<file path="config.mk">
export PLATFORM = sky130hd
export DESIGN_NAME = histogram_binning_engine_flat
export DESIGN_NICKNAME = d
export VERILOG_FILES = /design/src/rtl/core/hbe_pkg.sv /design/src/rtl/core/hbe_in_if.sv /design/src/rtl/core/hbe_out_if.sv /design/src/rtl/core/hbe_ram.sv /design/src/rtl/core/histogram_binning_engine.sv /design/src/flat_wrapper.sv
export SDC_FILE = /design/constraint.sdc
export NUM_CORES = 2
export LEC_CHECK = 0
export ABC_AREA = 1
export BUFFER_PORTS_ARGS = -buffer_cell sky130_fd_sc_hd__buf_2
export CORE_ASPECT_RATIO = 0.5
export CORE_UTILIZATION = 63
export DETAILED_ROUTE_END_ITERATION = 6
export PLACE_DENSITY = 0.81
export RECOVER_POWER = 25
export SYNTH_ARGS = -nofsm -noshare
export SYNTH_HDL_FRONTEND = slang
export SYNTH_SLANG_ARGS = --single-unit
</file>
<file path="constraint.sdc">
create_clock -name clk -period 7.6 [get_ports clk]
set_input_delay 1.9 -clock clk [delete_from_list [all_inputs] [get_ports clk]]
set_output_delay 1.9 -clock clk [all_outputs]
set_load 0.02 [all_outputs]
</file>
<file path="src/rtl/core/hbe_pkg.sv">
// Shared types and constants of the histogram binning engine.
package hbe_pkg;

    // Q16.16 sample and grid value.
    typedef logic signed [31:0] q16_t;

    // Command field of an input transfer.
    typedef logic [1:0] cmd_t;

    localparam cmd_t CMD_ADD   = 2'd0;
    localparam cmd_t CMD_CLEAR = 2'd1;
    localparam cmd_t CMD_DUMP  = 2'd2;

    // Configuration register indexes (byte address is four times the index).
    typedef logic [1:0] reg_idx_t;

    localparam reg_idx_t REG_RANGE_LOW  = 2'd0;
    localparam reg_idx_t REG_RANGE_HIGH = 2'd1;
    localparam reg_idx_t REG_BINS       = 2'd2;
    localparam reg_idx_t REG_DROP_UPPER = 2'd3;

    // Widths of the shared restoring divider: remainder, dividend/quotient shifter and step counter.
    localparam int REM_W  = 34;
    localparam int QUO_W  = 34;
    localparam int DCNT_W = 6;

endpackage

</file>
<file path="src/rtl/core/hbe_in_if.sv">
// Input channel of the histogram binning engine: command and sample.
interface hbe_in_if
    import hbe_pkg::*;
();
    logic valid;
    logic ready;
    cmd_t command;
    q16_t sample;

    modport source (output valid, output command, output sample, input ready);
    modport sink   (input valid, input command, input sample, output ready);
endinterface

</file>
<file path="src/rtl/core/hbe_out_if.sv">
// Output channel of the histogram binning engine: one bin per transfer.
interface hbe_out_if
    import hbe_pkg::*;
();
    logic        valid;
    logic        ready;
    logic [5:0]  bin_index;
    q16_t        bin_grid_value;
    logic [31:0] bin_count;
    logic        last_bin;

    modport source (output valid, output bin_index, output bin_grid_value,
                    output bin_count, output last_bin, input ready);
    modport sink   (input valid, input bin_index, input bin_grid_value,
                    input bin_count, input last_bin, output ready);
endinterface

</file>
<file path="src/rtl/core/hbe_ram.sv">
// Generic single-clock RAM with one write port and a registered read port.
module hbe_ram #(
    parameter int WIDTH = 32,
    parameter int DEPTH = 64
) (
    input  logic                     clk,
    input  logic                     wr_en,
    input  logic [$clog2(DEPTH)-1:0] wr_addr,
    input  logic [WIDTH-1:0]         wr_data,
    input  logic                     rd_en,
    input  logic [$clog2(DEPTH)-1:0] rd_addr,
    output logic [WIDTH-1:0]         rd_data
);

    logic [WIDTH-1:0] mem [DEPTH];
    logic [WIDTH-1:0] rd_data_reg;

    // Write and registered read; the read data holds until the next read.
    always_ff @(posedge clk)
    begin
        if (wr_en)
        begin
            mem[wr_addr] <= wr_data;
        end
        if (rd_en)
        begin
            rd_data_reg <= mem[rd_addr];
        end
    end

    assign rd_data = rd_data_reg;

endmodule

</file>
<file path="src/rtl/core/histogram_binning_engine.sv">
// Top level of the histogram binning engine: control, divider, count store access.
//
//  Channel   Direction  Handshake              Carries
//  in_ch     in         valid/ready            command, sample
//  out_ch    out        valid/ready            bin_index, bin_grid_value, bin_count, last_bin
//  APB       in         psel/penable/pready    range_low, range_high, bins_in_use, drop_upper_edge
//
// A counted add runs the range test, numerator setup, the restoring divider (one quotient
// bit per cycle), a count read and write; an ignored sample ends after the range test. A
// clear writes zero to every entry. A dump runs a grid setup (a 34-bit quotient from the same
// divider), then per bin a memory read and an output load; a stalled output holds the dump.
// After reset a clearing pass writes zero to all MAX_BINS entries, during which no
// input transfer is taken; configuration writes are taken at all times.
module histogram_binning_engine
    import hbe_pkg::*;
#(
    parameter int MAX_BINS    = 64,
    parameter int COUNT_WIDTH = 32
) (
    input  logic        clk,
    input  logic        rst_n,
    hbe_in_if.sink      in_ch,
    hbe_out_if.source   out_ch,
    input  logic        psel,
    input  logic        penable,
    input  logic        pwrite,
    input  logic [3:0]  paddr,
    input  logic [31:0] pwdata,
    output logic [31:0] prdata,
    output logic        pready
);

    localparam int BB    = $clog2(MAX_BINS);
    localparam int CNT_W = $clog2(MAX_BINS + 1);
    localparam int NUM_W = 34 + BB;
    localparam int QSH   = QUO_W - BB;

    localparam logic [3:0] ST_CLR  = 4'd0;
    localparam logic [3:0] ST_IDLE = 4'd1;
    localparam logic [3:0] ST_ACHK = 4'd2;
    localparam logic [3:0] ST_ANUM = 4'd3;
    localparam logic [3:0] ST_ADIV = 4'd4;
    localparam logic [3:0] ST_ARD  = 4'd5;
    localparam logic [3:0] ST_AWR  = 4'd6;
    localparam logic [3:0] ST_GDIV = 4'd7;
    localparam logic [3:0] ST_GFIX = 4'd8;
    localparam logic [3:0] ST_DRD  = 4'd9;
    localparam logic [3:0] ST_DOUT = 4'd10;

    // Configuration registers.
    q16_t       lo_reg;
    q16_t       hi_reg;
    logic [6:0] bins_reg;
    logic       drop_reg;

    // Control registers.
    logic [3:0]    state_reg, state_next;
    logic [BB-1:0] idx_reg, idx_next;
    logic          out_valid_reg, out_valid_next;

    // Datapath registers.
    q16_t                   sample_reg, sample_next;
    logic [31+BB:0]         prod_reg, prod_next;
    logic [REM_W-1:0]       rem_reg, rem_next;
    logic [QUO_W-1:0]       quo_reg, quo_next;
    logic [REM_W-1:0]       div_reg, div_next;
    logic [DCNT_W-1:0]      dcnt_reg, dcnt_next;
    logic                   span_neg_reg, span_neg_next;
    logic signed [QUO_W:0]  q_step_reg, q_step_next;
    logic [BB:0]            r_step_reg, r_step_next;
    logic signed [QUO_W:0]  q_acc_reg, q_acc_next;
    logic [BB:0]            r_acc_reg, r_acc_next;
    logic [5:0]             out_index_reg, out_index_next;
    q16_t                   out_grid_reg, out_grid_next;
    logic [31:0]            out_count_reg, out_count_next;
    logic                   out_last_reg, out_last_next;

    // Count store access.
    logic                   ram_wr_en;
    logic                   ram_rd_en;
    logic [BB-1:0]          ram_addr;
    logic [COUNT_WIDTH-1:0] ram_wr_data;
    logic [COUNT_WIDTH-1:0] ram_rd_data;

    // Combinational helpers.
    logic [CNT_W-1:0]   eff_bins;
    logic [BB-1:0]      bm1;
    logic [BB:0]        dvsr;
    logic signed [32:0] span33;
    logic signed [32:0] diff33;
    logic [33:0]        two_span;
    logic [33:0]        span_mag;
    logic               counted;
    logic [NUM_W-1:0]   num;
    logic [REM_W-1:0]   trial;
    logic               trial_ge;
    logic [BB+1:0]      r_sum;
    logic               carry;
    logic [BB:0]        r0;
    logic               slot_free;
    logic               cfg_wr;

    // Effective bin count clamped to the supported range.
    always_comb
    begin
        if (32'(bins_reg) < 32'd2)
        begin
            eff_bins = CNT_W'(2);
        end
        else if (32'(bins_reg) > 32'(MAX_BINS))
        begin
            eff_bins = CNT_W'(MAX_BINS);
        end
        else
        begin
            eff_bins = CNT_W'(bins_reg);
        end
    end

    assign bm1  = BB'(eff_bins - CNT_W'(1));
    assign dvsr = {bm1, 1'b0};

    // Range arithmetic on the configured bounds and the held sample.
    assign span33   = {hi_reg[31], hi_reg} - {lo_reg[31], lo_reg};
    assign diff33   = {sample_reg[31], sample_reg} - {lo_reg[31], lo_reg};
    assign two_span = {span33, 1'b0};
    assign span_mag = two_span[33] ? (~two_span + 34'd1) : two_span;
    assign counted  = (hi_reg > lo_reg) && (sample_reg >= lo_reg) && (sample_reg <= hi_reg)
                      && !((sample_reg == hi_reg) && drop_reg);
    assign num      = NUM_W'({prod_reg, 1'b0}) + NUM_W'(span33[31:0]);

    // One restoring division step.
    assign trial    = {rem_reg[REM_W-2:0], quo_reg[QUO_W-1]};
    assign trial_ge = (trial >= div_reg);

    // Incremental grid remainder step.
    assign r_sum = {1'b0, r_acc_reg} + {1'b0, r_step_reg};
    assign carry = (r_sum >= {1'b0, dvsr});
    assign r0    = rem_reg[BB:0];

    assign slot_free = !out_valid_reg || out_ch.ready;

    // Sequencer and datapath next-state logic.
    always_comb
    begin
        state_next     = state_reg;
        idx_next       = idx_reg;
        out_valid_next = out_valid_reg;
        sample_next    = sample_reg;
        prod_next      = prod_reg;
        rem_next       = rem_reg;
        quo_next       = quo_reg;
        div_next       = div_reg;
        dcnt_next      = dcnt_reg;
        span_neg_next  = span_neg_reg;
        q_step_next    = q_step_reg;
        r_step_next    = r_step_reg;
        q_acc_next     = q_acc_reg;
        r_acc_next     = r_acc_reg;
        out_index_next = out_index_reg;
        out_grid_next  = out_grid_reg;
        out_count_next = out_count_reg;
        out_last_next  = out_last_reg;
        ram_wr_en      = 1'b0;
        ram_rd_en      = 1'b0;
        ram_addr       = idx_reg;
        ram_wr_data    = '0;

        if (out_valid_reg && out_ch.ready)
        begin
            out_valid_next = 1'b0;
        end

        case (state_reg)
            ST_CLR:
            begin
                ram_wr_en = 1'b1;
                if (idx_reg == BB'(MAX_BINS - 1))
                begin
                    idx_next   = '0;
                    state_next = ST_IDLE;
                end
                else
                begin
                    idx_next = idx_reg + BB'(1);
                end
            end
            ST_IDLE:
            begin
                if (in_ch.valid)
                begin
                    case (in_ch.command)
                        CMD_ADD:
                        begin
                            sample_next = in_ch.sample;
                            state_next  = ST_ACHK;
                        end
                        CMD_CLEAR:
                        begin
                            idx_next   = '0;
                            state_next = ST_CLR;
                        end
                        CMD_DUMP:
                        begin
                            rem_next      = '0;
                            quo_next      = QUO_W'(span_mag);
                            div_next      = REM_W'(dvsr);
                            dcnt_next     = DCNT_W'(QUO_W);
                            span_neg_next = span33[32];
                            state_next    = ST_GDIV;
                        end
                        default:
                        begin
                        end
                    endcase
                end
            end
            ST_ACHK:
            begin
                // Range test, then scale the offset by the last bin index.
                if (counted)
                begin
                    prod_next  = (32 + BB)'(diff33[31:0]) * (32 + BB)'(bm1);
                    state_next = ST_ANUM;
                end
                else
                begin
                    state_next = ST_IDLE;
                end
            end
            ST_ANUM:
            begin
                // The quotient fits in BB bits, so only those bits are iterated.
                rem_next   = REM_W'(num >> BB);
                quo_next   = QUO_W'(num[BB-1:0]) << QSH;
                div_next   = REM_W'({span33[31:0], 1'b0});
                dcnt_next  = DCNT_W'(BB);
                state_next = ST_ADIV;
            end
            ST_ADIV, ST_GDIV:
            begin
                rem_next  = trial_ge ? (trial - div_reg) : trial;
                quo_next  = {quo_reg[QUO_W-2:0], trial_ge};
                dcnt_next = dcnt_reg - DCNT_W'(1);
                if (dcnt_reg == DCNT_W'(1))
                begin
                    state_next = (state_reg == ST_ADIV) ? ST_ARD : ST_GFIX;
                end
            end
            ST_ARD:
            begin
                ram_rd_en  = 1'b1;
                ram_addr   = quo_reg[BB-1:0];
                state_next = ST_AWR;
            end
            ST_AWR:
            begin
                // Saturating increment of the bin read in the previous cycle.
                ram_wr_en   = 1'b1;
                ram_addr    = quo_reg[BB-1:0];
                ram_wr_data = (ram_rd_data == '1) ? ram_rd_data : ram_rd_data + 1'b1;
                state_next  = ST_IDLE;
            end
            ST_GFIX:
            begin
                // Turn the magnitude quotient into a floored step and remainder.
                if (span_neg_reg && (r0 != '0))
                begin
                    q_step_next = -((QUO_W + 1)'(quo_reg) + (QUO_W + 1)'(1));
                    r_step_next = dvsr - r0;
                end
                else if (span_neg_reg)
                begin
                    q_step_next = -((QUO_W + 1)'(quo_reg));
                    r_step_next = '0;
                end
                else
                begin
                    q_step_next = (QUO_W + 1)'(quo_reg);
                    r_step_next = r0;
                end
                q_acc_next = '0;
                r_acc_next = {1'b0, bm1};
                idx_next   = '0;
                state_next = ST_DRD;
            end
            ST_DRD:
            begin
                ram_rd_en  = 1'b1;
                state_next = ST_DOUT;
            end
            ST_DOUT:
            begin
                if (slot_free)
                begin
                    out_valid_next = 1'b1;
                    out_index_next = 6'(idx_reg);
                    out_grid_next  = lo_reg + q16_t'(q_acc_reg[31:0]);
                    out_count_next = 32'(ram_rd_data);
                    out_last_next  = (idx_reg == bm1);
                    r_acc_next     = carry ? (BB + 1)'(r_sum - {1'b0, dvsr}) : r_sum[BB:0];
                    q_acc_next     = q_acc_reg + q_step_reg + (QUO_W + 1)'(carry);
                    if (idx_reg == bm1)
                    begin
                        state_next = ST_IDLE;
                    end
                    else
                    begin
                        idx_next   = idx_reg + BB'(1);
                        state_next = ST_DRD;
                    end
                end
            end
            default:
            begin
                state_next = ST_IDLE;
            end
        endcase
    end

    // Control state; reset starts the clearing pass.
    always_ff @(posedge clk or negedge rst_n)
    begin
        if (!rst_n)
        begin
            state_reg     <= ST_CLR;
            idx_reg       <= '0;
            out_valid_reg <= 1'b0;
        end
        else
        begin
            state_reg     <= state_next;
            idx_reg       <= idx_next;
            out_valid_reg <= out_valid_next;
        end
    end

    // Datapath registers.
    always_ff @(posedge clk)
    begin
        sample_reg    <= sample_next;
        prod_reg      <= prod_next;
        rem_reg       <= rem_next;
        quo_reg       <= quo_next;
        div_reg       <= div_next;
        dcnt_reg      <= dcnt_next;
        span_neg_reg  <= span_neg_next;
        q_step_reg    <= q_step_next;
        r_step_reg    <= r_step_next;
        q_acc_reg     <= q_acc_next;
        r_acc_reg     <= r_acc_next;
        out_index_reg <= out_index_next;
        out_grid_reg  <= out_grid_next;
        out_count_reg <= out_count_next;
        out_last_reg  <= out_last_next;
    end

    // Configuration register writes.
    assign cfg_wr = psel && penable && pwrite;

    always_ff @(posedge clk or negedge rst_n)
    begin
        if (!rst_n)
        begin
            lo_reg   <= 32'sd0;
            hi_reg   <= 32'sd65536;
            bins_reg <= 7'd2;
            drop_reg <= 1'b0;
        end
        else if (cfg_wr)
        begin
            case (reg_idx_t'(paddr[3:2]))
                REG_RANGE_LOW:  lo_reg   <= pwdata;
                REG_RANGE_HIGH: hi_reg   <= pwdata;
                REG_BINS:       bins_reg <= pwdata[6:0];
                REG_DROP_UPPER: drop_reg <= pwdata[0];
                default:
                begin
                end
            endcase
        end
    end

    // Configuration register reads.
    always_comb
    begin
        case (reg_idx_t'(paddr[3:2]))
            REG_RANGE_LOW:  prdata = lo_reg;
            REG_RANGE_HIGH: prdata = hi_reg;
            REG_BINS:       prdata = {25'd0, bins_reg};
            REG_DROP_UPPER: prdata = {31'd0, drop_reg};
            default:        prdata = '0;
        endcase
    end

    assign pready = 1'b1;

    // Count store.
    hbe_ram #(
        .WIDTH (COUNT_WIDTH),
        .DEPTH (MAX_BINS)
    ) u_count_ram (
        .clk     (clk),
        .wr_en   (ram_wr_en),
        .wr_addr (ram_addr),
        .wr_data (ram_wr_data),
        .rd_en   (ram_rd_en),
        .rd_addr (ram_addr),
        .rd_data (ram_rd_data)
    );

    // Channel outputs.
    assign in_ch.ready           = (state_reg == ST_IDLE);
    assign out_ch.valid          = out_valid_reg;
    assign out_ch.bin_index      = out_index_reg;
    assign out_ch.bin_grid_value = out_grid_reg;
    assign out_ch.bin_count      = out_count_reg;
    assign out_ch.last_bin       = out_last_reg;

`ifndef ASSERT_OFF
    // The count store is used as a single port: never a read and a write together.
    assert property (@(posedge clk) disable iff (!rst_n) !(ram_rd_en && ram_wr_en))
        else $error("count store read and written in the same cycle");

    // The increment write follows directly on its own read.
    assert property (@(posedge clk) disable iff (!rst_n)
        (state_reg == ST_AWR) |-> ($past(state_reg) == ST_ARD))
        else $error("count write without a preceding read");

    // The divider remainder stays below the divisor while iterating.
    assert property (@(posedge clk) disable iff (!rst_n)
        ((state_reg == ST_ADIV) || (state_reg == ST_GDIV)) |-> (rem_reg < div_reg))
        else $error("divider remainder out of range");

    // A counted sample lands in a bin in use.
    assert property (@(posedge clk) disable iff (!rst_n)
        (state_reg == ST_ARD) |-> (quo_reg <= QUO_W'(bm1)))
        else $error("bin index beyond the last bin");
`endif

endmodule
</file>
<file path="src/flat_wrapper.sv">
// flat-port wrapper written by rule: the top's interface ports become plain ports
module histogram_binning_engine_flat import hbe_pkg::*;
#(
    parameter int MAX_BINS    = 64,
    parameter int COUNT_WIDTH = 32
)
  (clk, rst_n, psel, penable, pwrite, paddr, pwdata, prdata, pready, in_ch_valid, in_ch_command, in_ch_sample, in_ch_ready, out_ch_valid, out_ch_bin_index, out_ch_bin_grid_value, out_ch_bin_count, out_ch_last_bin, out_ch_ready);
  hbe_in_if in_ch_i ();
  hbe_out_if out_ch_i ();
  input  logic clk;
  input  logic rst_n;
  input  logic psel;
  input  logic penable;
  input  logic pwrite;
  input  logic [3:0] paddr;
  input  logic [31:0] pwdata;
  output logic [31:0] prdata;
  output logic pready;
  input wire logic [$bits(in_ch_i.valid)-1:0] in_ch_valid;
  input wire logic [$bits(in_ch_i.command)-1:0] in_ch_command;
  input wire logic [$bits(in_ch_i.sample)-1:0] in_ch_sample;
  output wire logic [$bits(in_ch_i.ready)-1:0] in_ch_ready;
  output wire logic [$bits(out_ch_i.valid)-1:0] out_ch_valid;
  output wire logic [$bits(out_ch_i.bin_index)-1:0] out_ch_bin_index;
  output wire logic [$bits(out_ch_i.bin_grid_value)-1:0] out_ch_bin_grid_value;
  output wire logic [$bits(out_ch_i.bin_count)-1:0] out_ch_bin_count;
  output wire logic [$bits(out_ch_i.last_bin)-1:0] out_ch_last_bin;
  input wire logic [$bits(out_ch_i.ready)-1:0] out_ch_ready;
  assign in_ch_i.valid = in_ch_valid;
  assign in_ch_i.command = in_ch_command;
  assign in_ch_i.sample = in_ch_sample;
  assign in_ch_ready = in_ch_i.ready;
  assign out_ch_valid = out_ch_i.valid;
  assign out_ch_bin_index = out_ch_i.bin_index;
  assign out_ch_bin_grid_value = out_ch_i.bin_grid_value;
  assign out_ch_bin_count = out_ch_i.bin_count;
  assign out_ch_last_bin = out_ch_i.last_bin;
  assign out_ch_i.ready = out_ch_ready;
  histogram_binning_engine #(.MAX_BINS(MAX_BINS), .COUNT_WIDTH(COUNT_WIDTH)) u_core (.clk(clk), .rst_n(rst_n), .in_ch(in_ch_i), .out_ch(out_ch_i), .psel(psel), .penable(penable), .pwrite(pwrite), .paddr(paddr), .pwdata(pwdata), .prdata(prdata), .pready(pready));
endmodule
</file>
After elaboration in Yosys (flattened, before gate mapping)
Memory sizes are Yosys's and may differ from the RTL's. A register that Yosys moved wholly into a read port is not among the register bits. Cells that the tools add are included.

Flip-flop bits (word level): 416. Latch bits: 0. RAM bits: 2048. ROM bits: 0. Input port bits: 77. Word-level logic and storage cells: 165. Memories: 1.

Memory list: u_core.u_count_ram.mem (depth 64, bits a word 32, rd ports 1, clocked after Yosys merged registers in 1, write ports 1, line hbe_ram.sv:15) `logic [WIDTH-1:0] mem [DEPTH];`.

Add/subtract/negate cells: 18. Multipliers: 1. Div/mod/pow operators: 0. Magnitude comparators: 7. Equality and inequality tests: 28. Shift operators: 0. Muxes and demuxes: 51. Bitwise operators: 1. Reduce and logical (&&, ||, !) cells: 36.

Operator list (number): $mux W34 (5); $pmux W32 S4 (1); $mux W35 (3); $pmux W34 S3 (1); $mux W33 (3); $pmux W33 S3 (1); $pmux W35 S2 (1); $pmux W34 S2 (1); $mux W32 (2); $mux W6 (10); $add A39 B32 Y39 (1); $mul A32 B6 Y38 (1); $pmux W4 S9 (1); $add A34 B1 Y35 const B (1); $add A35 B1 Y35 (1); $add A35 B35 Y35 (1); $neg A34 Y35 (1); $neg A35 Y35 (1); $add A34 B1 Y34 const B (1); $ge A34 B34 Y1 (1); $not A34 Y34 (1); $sub A32 B32 Y33 (1); $sub A33 B33 Y33 (1); $add A32 B1 Y32 const B (1); 47 further kinds (100).

Depth between registers and ports, before layout
Depth after elaboration: 8. Depth in mapped cells: 34. Gate-level depth less buffers: 34.

Cells and area by module
A second synthesis with hierarchy kept.

Cells, all modules: 11704. Area, all modules: 120195.3 um2.

Modules (own cells, without submodules): hbe_ram (instances 1, cells an instance 6769, area an instance 83075.9 um2, sequential area each 62459.9 um2); histogram_binning_engine (instances 1, cells an instance 4935, area an instance 37119.4 um2, sequential area each 11838.9 um2).

Worst setup path after synthesis
No wires, ideal clock.

Path kind: input to register. Start point: input in_ch_command[1]. End point: register u_core.dcnt_reg[0] (enable). Setup time: 0.605 ns. Arrival time: 7.421 ns. Path slack: -0.426 ns. Stages on the path: 4. Path buffers: 0. Cell sequence: inv_1 nor3_1 inv_1 o21ai_0.

Cells in the longest elaborated chain, start to end: 3.

Ends and longest elaborated chain: start, declared (line flat_wrapper.sv:20) `input wire logic [$bits(in_ch_i.command)-1:0] in_ch_command;`; $eq A2 B2 Y1 (line histogram_binning_engine.sv:192) `case (in_ch.command)`; $ne A2 B1 Y1 (no source line); $reduce_and A3 Y1 (no source line); end signal, assigned (line histogram_binning_engine.sv:346) `dcnt_reg <= dcnt_next;`; end, declared (line histogram_binning_engine.sv:67) `logic [DCNT_W-1:0] dcnt_reg, dcnt_next;`.

No other way between the ends. A chain may end at the register's enable or synchronous reset.

Final worst setup path
Start point: register u_core.lo_reg[6]. End point: register u_core.prod_reg[36] (data pin).

Cells in the longest elaborated chain, start to end: 2.

Ends and longest elaborated chain: start, declared (line histogram_binning_engine.sv:51) `q16_t lo_reg;`; start signal, assigned (line histogram_binning_engine.sv:373) `REG_RANGE_LOW: lo_reg <= pwdata;`; $sub A32 B32 Y32 (line histogram_binning_engine.sv:125) `assign diff33 = {sample_reg[31], sample_reg} - {lo_reg[31], lo_reg};`; $mul A32 B6 Y38 (line histogram_binning_engine.sv:223) `prod_next = (32 + BB)'(diff33[31:0]) * (32 + BB)'(bm1);`; end signal, assigned (line histogram_binning_engine.sv:342) `prod_reg <= prod_next;`; end, declared (line histogram_binning_engine.sv:63) `logic [31+BB:0] prod_reg, prod_next;`.

No other way between the ends.

==> results.json <==
{
  "outcome": "finished, violations left",
  "violations": "DRC, capacitance limit, slew limit",
  "switching_share": 0.449,
  "syn_inst": 9662,
  "ys_seq_elements": 2488,
  "die_x_um": 603,
  "start_util": 0.639,
  "crit_arrival_ns": 7.50,
  "cts_buffer_depth": 4,
  "async_flop_share": 0.0334,
  "cp_top_family": "adder cells",
  "crit_path_frequent_cell": "nand2_1",
  "synth_area_sq_mm": 0.114,
  "yosys.area.top_type_share": 0.635,
  "fin_ws_ns": 0.660,
  "finalHoldViolCount": 0,
  "p_sw_mw": 26.3,
  "num-nets-final": 10392,
  "worst-path-buf-inv": 4,
  "die_area_sq_mm": 0.182,
  "post_cts_buffers": 0,
  "clock_skew_ns": 0.102,
  "reg2reg_slack_ns": 0.66,
  "hold_path.class": "reg2reg",
  "wirelength_mm": 342,
  "p_leak_nw": 45.8,
  "overflow": 0,
  "clkPwrFrac": 0.179,
  "p_per_area_mw_per_mm2": 472,
  "die_h_um": 302,
  "cts_hold_buf": 0,
  "cts-resized-gates": 0,
  "post_drt_via_cell_ratio": 6.52,
  "ir_drop_mv": 0.813,
  "rows": 109,
  "drive_gt1_frac": 0.0694,
  "slew_violations": 1389,
  "post-route-min-period_ns": 6.94,
  "relSlewSlack": -1.86,
  "place_ws_ns": 0.764,
  "dp_hpwl_mm": 214,
  "critPathMaxFanout": 6,
  "yosysWarnings": 0,
  "synth_area_leaders": "edfxtp_1, nand2_1, a22oi_1, ha_1, inv_1",
  "ctsRootBufferMaster": "clkbuf_16",
  "grt_pass1_vias": 77704,
  "drt.antenna.violating_nets": 0,
  "ctsHtreeMaxLevel": 4,
  "drt_iter0_drc": 12787,
  "slowest_stage": "fa_1",
  "portBuffers": 179,
  "fmax_mhz": 144,
  "worstSetupPathType": "reg2reg",
  "cts.sinks": 2488,
  "antenna_found_initial": 17,
  "rsz0062_at_grt": "no",
  "cts.reportedPaths.clkPinSlew_ns": 0.06,
  "grt_start_max_net_pins": 125,
  "syn-num-nets": 10162,
  "clkLatencyLatePin_ns": 0.91,
  "vias": 81147,
  "gp_routability_congestion": 0.965,
  "drc": 26,
  "ioPinCount": 183,
  "synth_top_cell_by_area": "edfxtp_1",
  "p_int_mw": 32.2,
  "power_frac_comb": 0.517,
  "setup_violations": 0,
  "cpPeakStageDelay_ns": 0.56,
  "post_drt_wl_per_cell_um": 27.5,
  "ys_types": 70,
  "mostFrequentLayoutCell": "edfxtp_1",
  "drv_cap": 28,
  "grt.total_usage": 0.371,
  "syn_area_per_cell_sq_um": 11.8,
  "synth_edf_count": 2405,
  "finalCritPeriodShare": 0.913,
  "firstDrtPassIters": 7,
  "coreArea_sq_mm": 0.178,
  "seq_area_frac_synth": 0.654,
  "cts_tree": "yes",
  "synth-main-ff-cell": "edfxtp_1",
  "worst_slew_pin_slew_ns": 4.30,
  "area_delta_synth_final_pct": 9.21,
  "worstPathRequired_ns": 8.16,
  "p_seq_frac": 0.304,
  "fin_tns_setup_ns": 0,
  "largest_reg_flops": 2048,
  "final_cell_mix": "edfxtp_1, nand2_1, inv_1, nor2_1, a22oi_1",
  "worstSetupEndpointType": "register",
  "cts_inserted_buffers": 210,
  "grt_pass1_wl_mm": 492,
  "start_kind": "register"
}
worst min-delay path: cells and delay by family (launching register included):
kind,cells,cell delay (ns)
AO/OA/AOI/OAI,1,0.07
AND/OR/NAND/NOR,1,0.06
flip-flops,1,0.39
power by group through the flow:
stage	clock (mW)	sequential [mW]	combinational, mW
3_3_place_gp	0	18.0	28.8
6_report	10.5	17.8	30.3
3_5_place_dp	0	18.0	29.3
2_1_floorplan	0	17.8	20.4
4_1_cts	10.4	17.7	29.6
5_1_grt	11.0	17.8	33.1
cell families after synthesis:
| family | share of synthesized area |
|---|---|
| AND/OR/NAND/NOR | 0.127 |
| adder cells (fa/ha/maj) | 0.0552 |
| XOR/XNOR | 0.0153 |
| flip-flops | 0.654 |
| buffers and inverters | 0.0479 |
| other | 0.0000330 |
| AO/OA/AOI/OAI | 0.101 |
synth_stat cells (all sizes together) (17+ instances only):
master and count:
a21oi 387, o22ai 40, o21ai 452, a21o 27
a22oi 628, a31oi 37, inv 979, o2111ai 37
ha 292, or2 20, edfxtp 2405, nand3b 33
xnor2 58, nand2 2060, nand3 251, o21a 25
nor3 73, nor2 710, o21bai 19, a221oi 65
nor4 17, o211ai 32, dfrtp 81, buf 236
fa 131, clkbuf 94, xor2 141, nand4 272
path summary, 6_finish.rpt:
| kind | to | depth (start not counted) | startpoint |
|---|---|---|---|
| min in group asynchronous | u_core.idx_reg[3]$_DFFE_PN0P_ | 1 | rst_n |
| min reg2reg | u_core.hi_reg[16]$_DFFE_PN1P_ | 2 | u_core.hi_reg[16]$_DFFE_PN1P_ |
| max reg2reg | u_core.prod_reg[36]$_DFFE_PP_ | 32 | u_core.lo_reg[6]$_DFFE_PN0P_ |
| min | u_core.hi_reg[16]$_DFFE_PN1P_ | 2 | u_core.hi_reg[16]$_DFFE_PN1P_ |
| max in group asynchronous | u_core.lo_reg[30]$_DFFE_PN0P_ | 2 | rst_n |
| max | u_core.prod_reg[36]$_DFFE_PP_ | 32 | u_core.lo_reg[6]$_DFFE_PN0P_ |
layout make-up:
class	count	area, sq um
flip-flops and latches	2488	74300
fillers	11863	53900
multi-input cells	5863	34500
clock buffers	256	5440
inverters	981	3740
well taps	2386	2990
repair buffers	348	2140
clock inverters	115	978
diodes	5	12.5
per-layer routing:
metal  wire length [um]  part of all wire  vias to the layer above  track usage
li1                   -                 -                    35031            -
met1             119000              0.35                    38613        0.481
met2             151000              0.44                     6378        0.572
met3              49000              0.14                     1111       0.0994
met4              23100             0.067                       14        0.212
met5                108           0.00032                        -            0
stage by stage:
step,hold slack (ns),instance area (sq um),power (mW),cells,util
floorplan,0.423,114000,38.2,9662,-
global placement,0.498,118000,46.8,12066,0.663
detailed placement,0.504,118000,47.4,12066,0.663
CTS,0.518,124000,57.7,12437,0.699
global route,0.549,124000,61.8,12440,0.697
finish,0.519,124000,58.5,12442,0.697
No activity file was read; power rests on OpenSTA's default activity.
